===== config.mk =====
export PLATFORM = sky130hd
export DESIGN_NAME = dual_channel_moving_average_core
export DESIGN_NICKNAME = d
export VERILOG_FILES = /design/src/rtl/dcma_pkg.sv /design/src/rtl/dcma_ring.sv /design/src/rtl/dcma_div.sv /design/src/rtl/dual_channel_moving_average_core.sv
export SDC_FILE = /design/constraint.sdc
export NUM_CORES = 2
export LEC_CHECK = 0
export BUFFER_PORTS_ARGS = -buffer_cell sky130_fd_sc_hd__buf_2
export CAP_MARGIN = 20
export CORE_MARGIN = 4
export CORE_UTILIZATION = 47
export CTS_CLUSTER_DIAMETER = 200
export DETAILED_ROUTE_END_ITERATION = 10
export PLACE_DENSITY_LB_ADDON = 0.15
export SYNTH_ARGS = -nofsm -noshare
export SYNTH_HDL_FRONTEND = slang
export SYNTH_SLANG_ARGS = --single-unit

===== constraint.sdc =====
create_clock -name clk_i -period 4.8 [get_ports clk_i]
set_input_delay 0 -clock clk_i [delete_from_list [all_inputs] [get_ports clk_i]]
set_output_delay 0 -clock clk_i [all_outputs]
set_load 0.02 [all_outputs]

===== src/rtl/dcma_pkg.sv =====
// Package for the dual channel moving average core.
// Holds the shared widths, register codes, reset values, FSM states and status structs.
// Depends on nothing.
`timescale 1ns / 1ps

package dcma_pkg;

  // Default build parameters.
  localparam int unsigned DEF_WINDOW_DEPTH = 64;
  localparam int unsigned DEF_SAMPLE_BITS  = 12;

  // Threshold registers and the reported averages are 12 bits wide.
  localparam int unsigned REG_W = 12;
  localparam int unsigned AVG_W = 12;

  localparam logic [REG_W-1:0] MIN_VALID_RESET = 12'd600;
  localparam logic [REG_W-1:0] MAX_VALID_RESET = 12'd4095;

  // Register indexes on the configuration port.
  localparam logic REG_MIN_VALID = 1'b0;
  localparam logic REG_MAX_VALID = 1'b1;

  // Input function codes.
  localparam logic FUNC_PUSH = 1'b0;
  localparam logic FUNC_READ = 1'b1;

  typedef enum logic [1:0] {
    ST_IDLE,
    ST_PUSH,
    ST_DIV
  } state_e;

  typedef struct packed {
    logic busy;   // ring update in flight
    logic empty;  // no sample pair buffered yet
  } ring_status_t;

  typedef struct packed {
    logic busy;   // division steps still running
    logic done;   // quotients valid and held
  } div_status_t;

endpackage


===== src/rtl/dcma_ring.sv =====
// Sample ring memory with running sums, write index and fill count for both channels.
// Depends on dcma_pkg.
`timescale 1ns / 1ps

module dcma_ring
  import dcma_pkg::*;
#(
  parameter int unsigned WINDOW_DEPTH = DEF_WINDOW_DEPTH,
  parameter int unsigned SAMPLE_BITS  = DEF_SAMPLE_BITS,
  localparam int unsigned IDX_W = $clog2(WINDOW_DEPTH),
  localparam int unsigned CNT_W = $clog2(WINDOW_DEPTH + 1),
  localparam int unsigned SUM_W = SAMPLE_BITS + $clog2(WINDOW_DEPTH)
) (
  input  logic                   clk_i,
  input  logic                   rst_ni,
  input  logic                   push_i,
  input  logic [SAMPLE_BITS-1:0] sin_i,
  input  logic [SAMPLE_BITS-1:0] cos_i,
  output logic [SUM_W-1:0]       sin_sum_o,
  output logic [SUM_W-1:0]       cos_sum_o,
  output logic [CNT_W-1:0]       fill_o,
  output ring_status_t           status_o
);

  localparam logic [CNT_W-1:0] FULL_COUNT = CNT_W'(WINDOW_DEPTH);
  localparam logic [IDX_W-1:0] LAST_IDX   = IDX_W'(WINDOW_DEPTH - 1);

  // Both channels share one entry: cosine in the upper half, sine in the lower.
  logic [2*SAMPLE_BITS-1:0] mem [WINDOW_DEPTH];
  logic [2*SAMPLE_BITS-1:0] rdata_q;

  logic                   pending_q;
  logic [SAMPLE_BITS-1:0] new_sin_q, new_cos_q;
  logic [IDX_W-1:0]       widx_q, widx_d;
  logic [CNT_W-1:0]       fill_q, fill_d;
  logic [SUM_W-1:0]       sin_sum_q, sin_sum_d, cos_sum_q, cos_sum_d;
  logic [SAMPLE_BITS-1:0] old_sin, old_cos;
  logic                   full;

  always_ff @(posedge clk_i) begin
    if (push_i) begin
      rdata_q <= mem[widx_q];
    end
    if (pending_q) begin
      mem[widx_q] <= {new_cos_q, new_sin_q};
    end
  end

  always_ff @(posedge clk_i) begin
    if (push_i) begin
      new_sin_q <= sin_i;
      new_cos_q <= cos_i;
    end
  end

  // Until the ring is full, the slot being overwritten was never written and is read as zero.
  assign full    = (fill_q == FULL_COUNT);
  assign old_sin = full ? rdata_q[SAMPLE_BITS-1:0] : '0;
  assign old_cos = full ? rdata_q[2*SAMPLE_BITS-1:SAMPLE_BITS] : '0;

  always_comb begin
    sin_sum_d = sin_sum_q;
    cos_sum_d = cos_sum_q;
    widx_d    = widx_q;
    fill_d    = fill_q;
    if (pending_q) begin
      sin_sum_d = sin_sum_q - SUM_W'(old_sin) + SUM_W'(new_sin_q);
      cos_sum_d = cos_sum_q - SUM_W'(old_cos) + SUM_W'(new_cos_q);
      widx_d    = (widx_q == LAST_IDX) ? '0 : widx_q + 1'b1;
      if (!full) begin
        fill_d = fill_q + 1'b1;
      end
    end
  end

  always_ff @(posedge clk_i or negedge rst_ni) begin
    if (!rst_ni) begin
      pending_q <= 1'b0;
      widx_q    <= '0;
      fill_q    <= '0;
      sin_sum_q <= '0;
      cos_sum_q <= '0;
    end else begin
      pending_q <= push_i;
      widx_q    <= widx_d;
      fill_q    <= fill_d;
      sin_sum_q <= sin_sum_d;
      cos_sum_q <= cos_sum_d;
    end
  end

  assign sin_sum_o      = sin_sum_q;
  assign cos_sum_o      = cos_sum_q;
  assign fill_o         = fill_q;
  assign status_o.busy  = pending_q;
  assign status_o.empty = (fill_q == '0);

endmodule


===== src/rtl/dcma_div.sv =====
// Two-lane restoring divider that forms the rounded means floor((2*sum + n) / (2*n)).
// One quotient bit per lane per cycle. Depends on dcma_pkg.
`timescale 1ns / 1ps

module dcma_div
  import dcma_pkg::*;
#(
  parameter int unsigned WINDOW_DEPTH = DEF_WINDOW_DEPTH,
  parameter int unsigned SAMPLE_BITS  = DEF_SAMPLE_BITS,
  localparam int unsigned CNT_W = $clog2(WINDOW_DEPTH + 1),
  localparam int unsigned SUM_W = SAMPLE_BITS + $clog2(WINDOW_DEPTH)
) (
  input  logic                   clk_i,
  input  logic                   rst_ni,
  input  logic                   start_i,
  input  logic [SUM_W-1:0]       sin_sum_i,
  input  logic [SUM_W-1:0]       cos_sum_i,
  input  logic [CNT_W-1:0]       count_i,
  output logic [SAMPLE_BITS-1:0] q_sin_o,
  output logic [SAMPLE_BITS-1:0] q_cos_o,
  output div_status_t            status_o
);

  localparam int unsigned NUM_W  = SUM_W + 2;
  localparam int unsigned DEN_W  = CNT_W + 1;
  localparam int unsigned STEP_W = $clog2(SAMPLE_BITS + 1);
  localparam logic [STEP_W-1:0] STEPS = STEP_W'(SAMPLE_BITS);

  // The mean never exceeds the largest sample, so SAMPLE_BITS quotient bits suffice and
  // the numerator bits above them start out as a partial remainder below the divisor.
  logic [DEN_W-1:0]       den_q;
  logic [DEN_W-1:0]       rem_q [2];
  logic [DEN_W-1:0]       rem_d [2];
  logic [SAMPLE_BITS-1:0] lo_q  [2];
  logic [SAMPLE_BITS-1:0] lo_d  [2];
  logic [SAMPLE_BITS-1:0] quo_q [2];
  logic [SAMPLE_BITS-1:0] quo_d [2];
  logic [NUM_W-1:0]       num   [2];
  logic [SUM_W-1:0]       sums  [2];
  logic [STEP_W-1:0]      step_q;
  logic                   busy_q, done_q;

  assign sums[0] = sin_sum_i;
  assign sums[1] = cos_sum_i;

  always_comb begin
    logic [DEN_W:0] trial;
    logic           ge;
    for (int l = 0; l < 2; l++) begin
      num[l]   = {1'b0, sums[l], 1'b0} + NUM_W'(count_i);
      trial    = {rem_q[l], lo_q[l][SAMPLE_BITS-1]};
      ge       = (trial >= {1'b0, den_q});
      rem_d[l] = ge ? DEN_W'(trial - {1'b0, den_q}) : trial[DEN_W-1:0];
      lo_d[l]  = lo_q[l] << 1;
      quo_d[l] = {quo_q[l][SAMPLE_BITS-2:0], ge};
    end
  end

  always_ff @(posedge clk_i) begin
    if (start_i) begin
      den_q <= {count_i, 1'b0};
      for (int l = 0; l < 2; l++) begin
        rem_q[l] <= DEN_W'(num[l][NUM_W-1:SAMPLE_BITS]);
        lo_q[l]  <= num[l][SAMPLE_BITS-1:0];
        quo_q[l] <= '0;
      end
    end else if (busy_q) begin
      for (int l = 0; l < 2; l++) begin
        rem_q[l] <= rem_d[l];
        lo_q[l]  <= lo_d[l];
        quo_q[l] <= quo_d[l];
      end
    end
  end

  always_ff @(posedge clk_i or negedge rst_ni) begin
    if (!rst_ni) begin
      step_q <= '0;
      busy_q <= 1'b0;
      done_q <= 1'b0;
    end else if (start_i) begin
      step_q <= STEPS;
      busy_q <= 1'b1;
      done_q <= 1'b0;
    end else if (busy_q) begin
      step_q <= step_q - 1'b1;
      if (step_q == STEP_W'(1)) begin
        busy_q <= 1'b0;
        done_q <= 1'b1;
      end
    end
  end

  assign q_sin_o       = quo_q[0];
  assign q_cos_o       = quo_q[1];
  assign status_o.busy = busy_q;
  assign status_o.done = done_q;

endmodule


===== src/rtl/dual_channel_moving_average_core.sv =====
// Dual channel moving average core: a push transaction reads the ring, then updates the sums
// and writes back; a read transaction runs the one-bit-per-cycle divider and registers its
// result, and the next transaction is taken only once that result is loaded into the output
// register. Reset is asynchronous, active low; it empties the ring by clearing the fill count,
// so the sample memory itself needs no clearing pass.
`timescale 1ns / 1ps

module dual_channel_moving_average_core
  import dcma_pkg::*;
#(
  parameter int unsigned WINDOW_DEPTH = DEF_WINDOW_DEPTH,
  parameter int unsigned SAMPLE_BITS  = DEF_SAMPLE_BITS,
  localparam int unsigned IN_DATA_W   = ((2 * SAMPLE_BITS + 7) / 8) * 8
) (
  input  logic                 clk_i,
  input  logic                 rst_ni,
  // Input stream.
  input  logic                 s_axis_tvalid_i,
  output logic                 s_axis_tready_o,
  input  logic [IN_DATA_W-1:0] s_axis_tdata_i,  // sin_sample, cos_sample, zero padding
  input  logic [0:0]           s_axis_tuser_i,  // func
  // Result stream.
  output logic                 m_axis_tvalid_o,
  input  logic                 m_axis_tready_i,
  output logic [23:0]          m_axis_tdata_o,  // avg_sin, avg_cos
  output logic [1:0]           m_axis_tuser_o,  // no_data, no_signal
  // Configuration port.
  input  logic                 psel,
  input  logic                 penable,
  input  logic                 pwrite,
  input  logic [2:0]           paddr,
  input  logic [31:0]          pwdata,
  output logic [31:0]          prdata,
  output logic                 pready
);

  localparam int unsigned CNT_W = $clog2(WINDOW_DEPTH + 1);
  localparam int unsigned SUM_W = SAMPLE_BITS + $clog2(WINDOW_DEPTH);
  localparam int unsigned CMP_W = (SAMPLE_BITS > REG_W) ? SAMPLE_BITS : REG_W;

  // ---------------------------------------------------------------------------
  // Configuration registers. Writes complete in the access phase; pready is tied
  // high, so there are never wait states. Register index is address bit 2.
  // ---------------------------------------------------------------------------
  logic [REG_W-1:0] min_valid_q, max_valid_q;
  logic             cfg_write;
  logic             reg_sel;

  assign pready    = 1'b1;
  assign reg_sel   = paddr[2];
  assign cfg_write = psel && penable && pwrite && pready;

  always_ff @(posedge clk_i or negedge rst_ni) begin
    if (!rst_ni) begin
      min_valid_q <= MIN_VALID_RESET;
      max_valid_q <= MAX_VALID_RESET;
    end else if (cfg_write) begin
      case (reg_sel)
        REG_MIN_VALID: min_valid_q <= pwdata[REG_W-1:0];
        REG_MAX_VALID: max_valid_q <= pwdata[REG_W-1:0];
        default:       ;
      endcase
    end
  end

  always_comb begin
    case (reg_sel)
      REG_MIN_VALID: prdata = 32'(min_valid_q);
      REG_MAX_VALID: prdata = 32'(max_valid_q);
      default:       prdata = '0;
    endcase
  end

  // ---------------------------------------------------------------------------
  // Transaction decode. One transaction is worked on at a time; the controller
  // only accepts in the idle state.
  // ---------------------------------------------------------------------------
  state_e state_q, state_d;
  logic   in_accept, push_accept, read_accept;
  logic [SAMPLE_BITS-1:0] sin_in, cos_in;

  assign sin_in      = s_axis_tdata_i[SAMPLE_BITS-1:0];
  assign cos_in      = s_axis_tdata_i[2*SAMPLE_BITS-1:SAMPLE_BITS];
  assign in_accept   = s_axis_tvalid_i && s_axis_tready_o;
  assign push_accept = in_accept && (s_axis_tuser_i[0] == FUNC_PUSH);
  assign read_accept = in_accept && (s_axis_tuser_i[0] == FUNC_READ);

  // ---------------------------------------------------------------------------
  // Ring memory and running sums.
  // ---------------------------------------------------------------------------
  logic [SUM_W-1:0] sin_sum, cos_sum;
  logic [CNT_W-1:0] fill;
  ring_status_t     ring_status;

  dcma_ring #(
    .WINDOW_DEPTH (WINDOW_DEPTH),
    .SAMPLE_BITS  (SAMPLE_BITS)
  ) u_ring (
    .clk_i     (clk_i),
    .rst_ni    (rst_ni),
    .push_i    (push_accept),
    .sin_i     (sin_in),
    .cos_i     (cos_in),
    .sin_sum_o (sin_sum),
    .cos_sum_o (cos_sum),
    .fill_o    (fill),
    .status_o  (ring_status)
  );

  // ---------------------------------------------------------------------------
  // Rounded mean divider. The sums and fill count hold still during a read.
  // ---------------------------------------------------------------------------
  logic [SAMPLE_BITS-1:0] q_sin, q_cos;
  div_status_t            div_status;

  dcma_div #(
    .WINDOW_DEPTH (WINDOW_DEPTH),
    .SAMPLE_BITS  (SAMPLE_BITS)
  ) u_div (
    .clk_i     (clk_i),
    .rst_ni    (rst_ni),
    .start_i   (read_accept),
    .sin_sum_i (sin_sum),
    .cos_sum_i (cos_sum),
    .count_i   (fill),
    .q_sin_o   (q_sin),
    .q_cos_o   (q_cos),
    .status_o  (div_status)
  );

  // ---------------------------------------------------------------------------
  // Controller. A finished read waits in ST_DIV only while the output register
  // still holds an untaken result.
  // ---------------------------------------------------------------------------
  logic out_valid_q, out_load;

  always_ff @(posedge clk_i or negedge rst_ni) begin
    if (!rst_ni) begin
      state_q <= ST_IDLE;
    end else begin
      state_q <= state_d;
    end
  end

  always_comb begin
    state_d         = state_q;
    s_axis_tready_o = 1'b0;
    out_load        = 1'b0;
    case (state_q)
      ST_IDLE: begin
        s_axis_tready_o = 1'b1;
        if (push_accept) begin
          state_d = ST_PUSH;
        end else if (read_accept) begin
          state_d = ST_DIV;
        end
      end
      ST_PUSH: begin
        state_d = ST_IDLE;
      end
      ST_DIV: begin
        if (div_status.done && (!out_valid_q || m_axis_tready_i)) begin
          out_load = 1'b1;
          state_d  = ST_IDLE;
        end
      end
      default: begin
        state_d = ST_IDLE;
      end
    endcase
  end

  // ---------------------------------------------------------------------------
  // Result register. An empty ring reports zero averages with only no_data set;
  // otherwise no_signal flags an average outside [min_valid, max_valid].
  // ---------------------------------------------------------------------------
  logic [AVG_W-1:0] avg_sin_q, avg_cos_q;
  logic             no_data_q, no_signal_q;
  logic             sin_ok, cos_ok;

  assign sin_ok = (CMP_W'(q_sin) >= CMP_W'(min_valid_q)) &&
                  (CMP_W'(q_sin) <= CMP_W'(max_valid_q));
  assign cos_ok = (CMP_W'(q_cos) >= CMP_W'(min_valid_q)) &&
                  (CMP_W'(q_cos) <= CMP_W'(max_valid_q));

  always_ff @(posedge clk_i or negedge rst_ni) begin
    if (!rst_ni) begin
      out_valid_q <= 1'b0;
    end else if (out_load) begin
      out_valid_q <= 1'b1;
    end else if (m_axis_tready_i) begin
      out_valid_q <= 1'b0;
    end
  end

  always_ff @(posedge clk_i) begin
    if (out_load) begin
      if (ring_status.empty) begin
        avg_sin_q   <= '0;
        avg_cos_q   <= '0;
        no_data_q   <= 1'b1;
        no_signal_q <= 1'b0;
      end else begin
        avg_sin_q   <= AVG_W'(q_sin);
        avg_cos_q   <= AVG_W'(q_cos);
        no_data_q   <= 1'b0;
        no_signal_q <= !(sin_ok && cos_ok);
      end
    end
  end

  assign m_axis_tvalid_o = out_valid_q;
  assign m_axis_tdata_o  = {avg_cos_q, avg_sin_q};
  assign m_axis_tuser_o  = {no_signal_q, no_data_q};

  // ---------------------------------------------------------------------------
  // Assertions.
  // ---------------------------------------------------------------------------
  a_push_starts_update: assert property (@(posedge clk_i) disable iff (!rst_ni)
    push_accept |=> ring_status.busy)
    else $error("push transaction did not start a ring update");

  a_no_accept_during_update: assert property (@(posedge clk_i) disable iff (!rst_ni)
    (ring_status.busy || div_status.busy) |-> !s_axis_tready_o)
    else $error("input accepted while a ring update or division is in flight");

  a_load_after_division: assert property (@(posedge clk_i) disable iff (!rst_ni)
    out_load |-> (div_status.done && !div_status.busy))
    else $error("result loaded before the division finished");

  a_hold_untaken_result: assert property (@(posedge clk_i) disable iff (!rst_ni)
    (out_valid_q && !m_axis_tready_i) |=> (out_valid_q && $stable(m_axis_tdata_o)))
    else $error("untaken result was changed or dropped");

endmodule


# Yosys cells after proc, flatten, opt, wreduce, memory -nomap -nowiden
# Memories as Yosys holds them, arrays and structs flattened. A register that Yosys moved wholly into a read port is not among the register bits.
# Index checks and enable logic that the tools add are counted.
[totals] word_cells=114 out_inout_bits=61 regBits=140 in_bits=67 memories=4 mem_bits_rw=1600
[op_classes] n_reduce_logical=22 magnitude_cmp=6 bitwise_logic=9 n_eq_ne=6 n_mux=37 addsub=11
[mem_list] memory="u_ring.mem" depth=64 word_bits=24 read_ports=1 rd_ports_with_merged_regs=1 write_ports=1 line_no="dcma_ring.sv:29" rtl="logic [2*SAMPLE_BITS-1:0] mem [WINDOW_DEPTH];"
[mem_list] memory="u_div.lo_q" depth=2 word_bits=12 read_ports=2 rd_ports_with_merged_regs=0 write_ports=2 line_no="dcma_div.sv:34" rtl="logic [SAMPLE_BITS-1:0] lo_q [2];"
[mem_list] memory="u_div.quo_q" depth=2 word_bits=12 read_ports=2 rd_ports_with_merged_regs=0 write_ports=2 line_no="dcma_div.sv:36" rtl="logic [SAMPLE_BITS-1:0] quo_q [2];"
[mem_list] memory="u_div.rem_q" depth=2 word_bits=8 read_ports=2 rd_ports_with_merged_regs=0 write_ports=2 line_no="dcma_div.sv:32" rtl="logic [DEN_W-1:0] rem_q [2];"
[ops] operator="two-way mux 12 bit" count=6
[ops] operator="one-hot mux 32 bit (2 select lines)" count=1
[ops] operator="adder 19 x 7 -> 20 bit" count=2
[ops] operator="adder 18 x 12 -> 18 bit" count=2
[ops] operator="subtractor 18 x 12 -> 18 bit" count=2
[ops] operator="two-way mux 8 bit" count=4
[ops] operator="greater-or-equal comparator 12 bit" count=2
[ops] operator="<= comparator 12 bit" count=2
[ops] operator="two-way mux 1 bit" count=19
[ops] operator="greater-or-equal comparator 9 x 8 -> 1 bit" count=2
[ops] operator="subtractor 8 bit" count=2
[ops] operator="AND reduction 2 bit" count=5
[ops] operator="logical AND 1 bit" count=9
[ops] operator="two-way mux 4 bit" count=2
[ops] operator="adder 7 x 1 -> 7 bit, second input constant" count=1
[ops] operator="== test 7 bit, second input constant" count=1
[ops] operator="logical NOT 7 bit" count=1
[ops] operator="adder 6 x 1 -> 6 bit, second input constant" count=1
[ops] operator="== test 6 bit, second input constant" count=1
[ops] operator="two-way mux 2 bit" count=3
[ops] operator="two-way mux 6 bit" count=1
[ops] operator="bitwise OR 1 bit" count=6
[ops] operator="nonzero test 2 bit" count=3
[ops] operator="== test 4 x 1 -> 1 bit, second input constant" count=1
[ops] operator="9 further kinds" count=12

# Logic depth before layout (Yosys ltp)
[logic_depth] depth_word=7 depth_mapped=18 ltp_nobuf=16

# Cells and area by module
# Synthesis repeated with hierarchy kept, for this count alone.
[unflattened] hier_cells=4444 area_unflattened_um2=73499.2
[modules_own_cells] mod="dcma_ring" area_each_um2=65298.9 cells_per_inst=3683 n_inst=1 seq_area_each_um2=48816.8
[modules_own_cells] mod="dcma_div" area_each_um2=4837.1 cells_per_inst=453 n_inst=1 seq_area_each_um2=2252.2
[modules_own_cells] mod="dual_channel_moving_average_core" area_each_um2=3363.2 cells_per_inst=308 n_inst=1 seq_area_each_um2=1476.4

# Worst setup path after synthesis
# OpenSTA, ideal clock, no wires.
[synth_timing] path_kind="register to register" start="register u_ring.fill_q[2], in the netlist u_ring.fill_o[2]" end="register u_ring.cos_sum_q[13], in the netlist u_ring.cos_sum_o[13]" path_stages_with_launch=16 t_required_ns=4.663 arrival_time_ns=3.483 setup_time_ns=0.137 path_slack_ns=1.179 path_buffers=2 period_less_slack_ns=3.621 path_cell_list="dfrtp_1 > nor4_1 > and3_1 > clkbuf_1 > clkbuf_1 > and2_1 > fa_1 > inv_1 > ha_1 > a211oi_1 > o21ai_0 > a31oi_1 > o221ai_1 > a21oi_1 > xor2_1 > mux2i_1"
[synth_via] elab_chain_cells=4
[synth_lines] element="start: declaration" line_no="dcma_ring.sv:35" rtl="logic [CNT_W-1:0] fill_q, fill_d;"
[synth_lines] element="start signal: assignment" line_no="dcma_ring.sv:86" rtl="fill_q <= fill_d;"
[synth_lines] element="== test 7 bit" line_no="dcma_ring.sv:57" rtl="assign full = (fill_q == FULL_COUNT);"
[synth_lines] element="two-way mux 12 bit" line_no="dcma_ring.sv:59" rtl="assign old_cos = full ? rdata_q[2*SAMPLE_BITS-1:SAMPLE_BITS] : '0;"
[synth_lines] element="subtractor 18 x 12 -> 18 bit" line_no="dcma_ring.sv:68" rtl="cos_sum_d = cos_sum_q - SUM_W'(old_cos) + SUM_W'(new_cos_q);"
[synth_lines] element="adder 18 x 12 -> 18 bit" line_no="dcma_ring.sv:68"
[synth_lines] element="end signal: assignment" line_no="dcma_ring.sv:88" rtl="cos_sum_q <= cos_sum_d;"
[synth_lines] element="end: declaration" line_no="dcma_ring.sv:36" rtl="logic [SUM_W-1:0] sin_sum_q, sin_sum_d, cos_sum_q, cos_sum_d;"
# Every way passes these cells.
# A chain may end at the register's enable or synchronous reset.

# Final worst setup path
[layout_timing] start="register u_ring.fill_q[3], in the netlist u_ring.fill_o[3]" end="register u_ring.cos_sum_q[17], in the netlist u_ring.cos_sum_o[17]"
# Same word-level chain as after synthesis.

==> results.py <==
metrics = {
    "global_routing": {
        "grt-ovfl-total": 0,
        "antenna_found_initial": 15,
        "grt_pass1_wl_um": 312900,
        "grt_usage_pct": 27.11,
        "grt_max_degree": 84,
        "grt_pass1_vias": 41580,
    },
    "sta": {
        "finalCritPeriodShare_pct": 90.95,
        "rsz0062_at_grt": "false",
        "hold_viol": 0,
        "clock.fmax_ghz": 0.2291,
        "max_slew.worst_pin.slew_ns": 1.562,
        "slew_headroom_pct": -4.128,
        "fin_tns_setup_ns": 0,
        "period_needed_ns": 4.366,
        "final_max_slew_viol_count": 1,
        "hold_ws_ns": 0.06941,
        "finalSetupViolCount": 0,
        "skew_ns": 0.03133,
    },
    "die": {
        "start_util_pct": 47.29,
        "core-area_um2": 154000,
        "fp-row-count": 144,
        "dieHeight_um": 401.7,
        "die_area_um2": 161400,
        "num_io_pins": 128,
        "chipWidth_um": 401.7,
    },
    "layout": {
        "fin_nets": 5057,
        "drive_above_1_share_pct": 18.83,
        "area_growth_pct": 14.65,
        "postLayoutCoreUtil_pct": 54.22,
        "finalNonFillerCells": 7038,
    },
    "power": {
        "power_leakage_nw": 28.66,
        "power.density_cell_area_nw_per_um2": 600.4,
        "ir_worst_vdd_mv": 0.4409,
        "power_mw": 50.15,
    },
    "setup_path": {
        "criticalPathCategory": "reg2reg",
        "timing.rr.start": "u_ring.fill_o[3]",
        "required_ns": 5.44,
        "cp_max_fo": 17,
        "critical_path.most_common_cell": "a21oi_1",
        "ff2ff_path_depth": 14,
        "reg2reg_slack_ns": 0.43,
        "max_stage_delay_ns": 0.59,
        "worstPathCellList": "nor4_1 > and3_1 > buf_4 > and2_1 > fa_1 > inv_1 > ha_1 > a21oi_1 > a21oi_1 > a2111oi_0 > a211oi_1 > nor3_1 > xnor2_1 > a21oi_1",
        "r2r_end": "u_ring.cos_sum_o[17]",
        "crit_path_start": "u_ring.fill_o[3]",
        "arrival_ns": 5.00,
        "cp_slowest_cell": "and3_1",
        "crit_path_start_kind": "flop",
        "end_kind": "flop",
    },
    "placed_design": {
        "dp_hpwl_um": 137700,
        "portBuffers": 84,
        "routabilityCongestion": 0.9108,
        "dp.cells": 6616,
    },
    "logic_synthesis": {
        "synth_top_area_share_pct": 69.25,
        "synth-edff-count": 1680,
        "yosysSeqAreaShare_pct": 72.13,
        "synth_cell_types": 72,
        "synth_seq_cells": 1763,
        "ys_warn_count": 0,
        "synth_ff_type": "edfxtp_1",
        "ys_async_sr_fraction_pct": 4.708,
        "synth_common_cells": "edfxtp_1, nor2_1, a21oi_1, mux2i_1, nand2_1",
        "synth_most_common_cell": "edfxtp_1",
        "synth_area_leaders": "edfxtp_1, mux4_2, mux2i_1",
        "synth.avg_cell_area_um2": 16.28,
        "synth_cells": 4474,
        "synth.cell_area_um2": 72850,
        "synth_area_leader_cell": "edfxtp_1",
    },
    "routing": {
        "dr.first_iter.drc_count": 5061,
        "drc": 0,
        "vias_per_cell": 6.117,
        "dr.pass1.iters": 6,
        "ant_nets": 0,
        "routedWlPerCell_um": 31.63,
        "wirelength_um": 222600,
        "vias": 43050,
    },
    "cts": {
        "cts_htree_levels": 4,
        "ctsRootBufferMaster": "clkbuf_16",
        "clk_latency_ns": 0.81,
        "clockBufferDepth": 3,
        "cts_buffers": 183,
        "clkSlewWorstSetupHoldPaths_ns": 0.06,
        "postCtsHoldBufs": 79,
        "cts_tree": "done",
        "cts_resized": 0,
        "cts_setup_buffers": 0,
        "clock_sinks": 1763,
    },
    "run_status": {
        "status": "finished with violations",
        "violations": "slew limit",
    },
    "worst_hold_path": {
        "min_from": "s_axis_tdata_i[10]",
        "hp-class": "in2reg",
        "holdPathStages": 2,
        "min_to": "u_ring.new_sin_q[10]",
    },
    "run": {
        "cap_viol_max_count": 0,
    },
}
how the worst max path moves through the flow:
stage / end
final: u_ring.cos_sum_o[17]
after floorplan: u_ring.cos_sum_o[13]
after CTS: u_ring.cos_sum_o[17]
after global placement: u_ring.cos_sum_o[17]
after detailed placement: u_ring.cos_sum_o[17]
after global routing: u_ring.cos_sum_o[15]
critical path, delay by kind of cell, from the launching register on:
| kind | cells | cell delay [ns] |
|---|---|---|
| xor+xnor | 1 | 0.15 |
| compound gates | 5 | 1.20 |
| buf+inv | 2 | 0.32 |
| flops | 1 | 0.46 |
| simple gates | 4 | 1.34 |
| fa+ha+maj | 2 | 0.74 |
cell families after synthesis:
kind of cell             count (synthesis)  synth area share [%]
flip-flops                            1763                 72.13
AO/OA/AOI/OAI                          915                 8.483
AND/OR/NAND/NOR                        712                 4.503
multiplexers                           430                 8.201
buffers and inverters                  429                 2.915
adder cells (fa/ha/maj)                153                 2.916
XOR/XNOR                                70                0.8416
other                                    2               0.01031
layer usage:
| layer | GRT usage [%] | routed length (um) | vias to the layer above |
|---|---|---|---|
| met4 | 12.63 | 11980 | 2 |
| met1 | 36.86 | 87320 | 22160 |
| met5 | 0 | 13 | - |
| li1 | - | - | 18280 |
| met3 | 6.455 | 22210 | 436 |
| met2 | 41.60 | 101100 | 2174 |
cells in the final DEF, fill, tap and decap left out, types with 17 or more instances in the layout:
master / n
clkinv_1: 37
a221oi_1: 151
clkbuf_16: 189
nand3_1: 29
o221ai_1: 18
ha_1: 125
xnor2_1: 46
buf_4: 234
dfrtp_1: 63
clkbuf_1: 55
edfxtp_1: 1680
fa_1: 28
o22ai_1: 66
a21oi_1: 225
conb_1: 21
mux2_2: 94
nor2_2: 68
nor3_1: 28
a22o_1: 35
clkinv_2: 32
dlygate4sd3_1: 78
buf_12: 31
xor2_1: 24
and2_1: 30
and3_1: 26
mux2i_1: 211
nand4_1: 20
buf_2: 83
nor2b_1: 39
nor2_1: 206
mux4_2: 124
o21ai_0: 176
nand2b_1: 22
inv_1: 159
nand2_1: 180
o211ai_1: 17
a22oi_1: 101
flip-flops by register name (all words and copies together), names as in the netlist, 12 cells and up:
| name | count |
|---|---|
| u_div.quo_q | 24 |
| avg_sin_q | 12 |
| u_div.lo_q | 23 |
| avg_cos_q | 12 |
| u_ring.rdata_q | 24 |
| u_div.rem_q | 16 |
| u_ring.new_cos_q | 12 |
| max_valid_q | 12 |
| u_ring.mem | 1536 |
| min_valid_q | 12 |
| u_ring.sin_sum_o | 18 |
| u_ring.new_sin_q | 12 |
| u_ring.cos_sum_o | 18 |
metrics by stage:
| stage | cell area (um^2) | setup slack [ns] |
|---|---|---|
| after floorplan | 72920 | 1.179 |
| after global placement | 77010 | 0.4976 |
| after detailed placement | 77010 | 0.4478 |
| after CTS | 83490 | 0.4397 |
| after global routing | 83510 | 0.01873 |
| final | 83520 | 0.4344 |
report_power, final:
group	total (mW)	switching [mW]	internal, mW
combinational	17.4	11.1	6.31
clock	13.6	5.89	7.74
sequential	19.1	0.936	18.1
total	50.1	18.0	32.2
final cells by class:
cell class | instances | area [um^2]
inverters | 161 | 606.8
well taps | 2044 | 2557
repair buffers | 427 | 3588
clock buffers | 247 | 4977
fillers | 12350 | 70530
multi-input cells | 2301 | 18520
clock inverters | 89 | 700.7
flip-flops and latches | 1763 | 52560
diodes | 6 | 15.01
(Power assumes the default switching activity.)
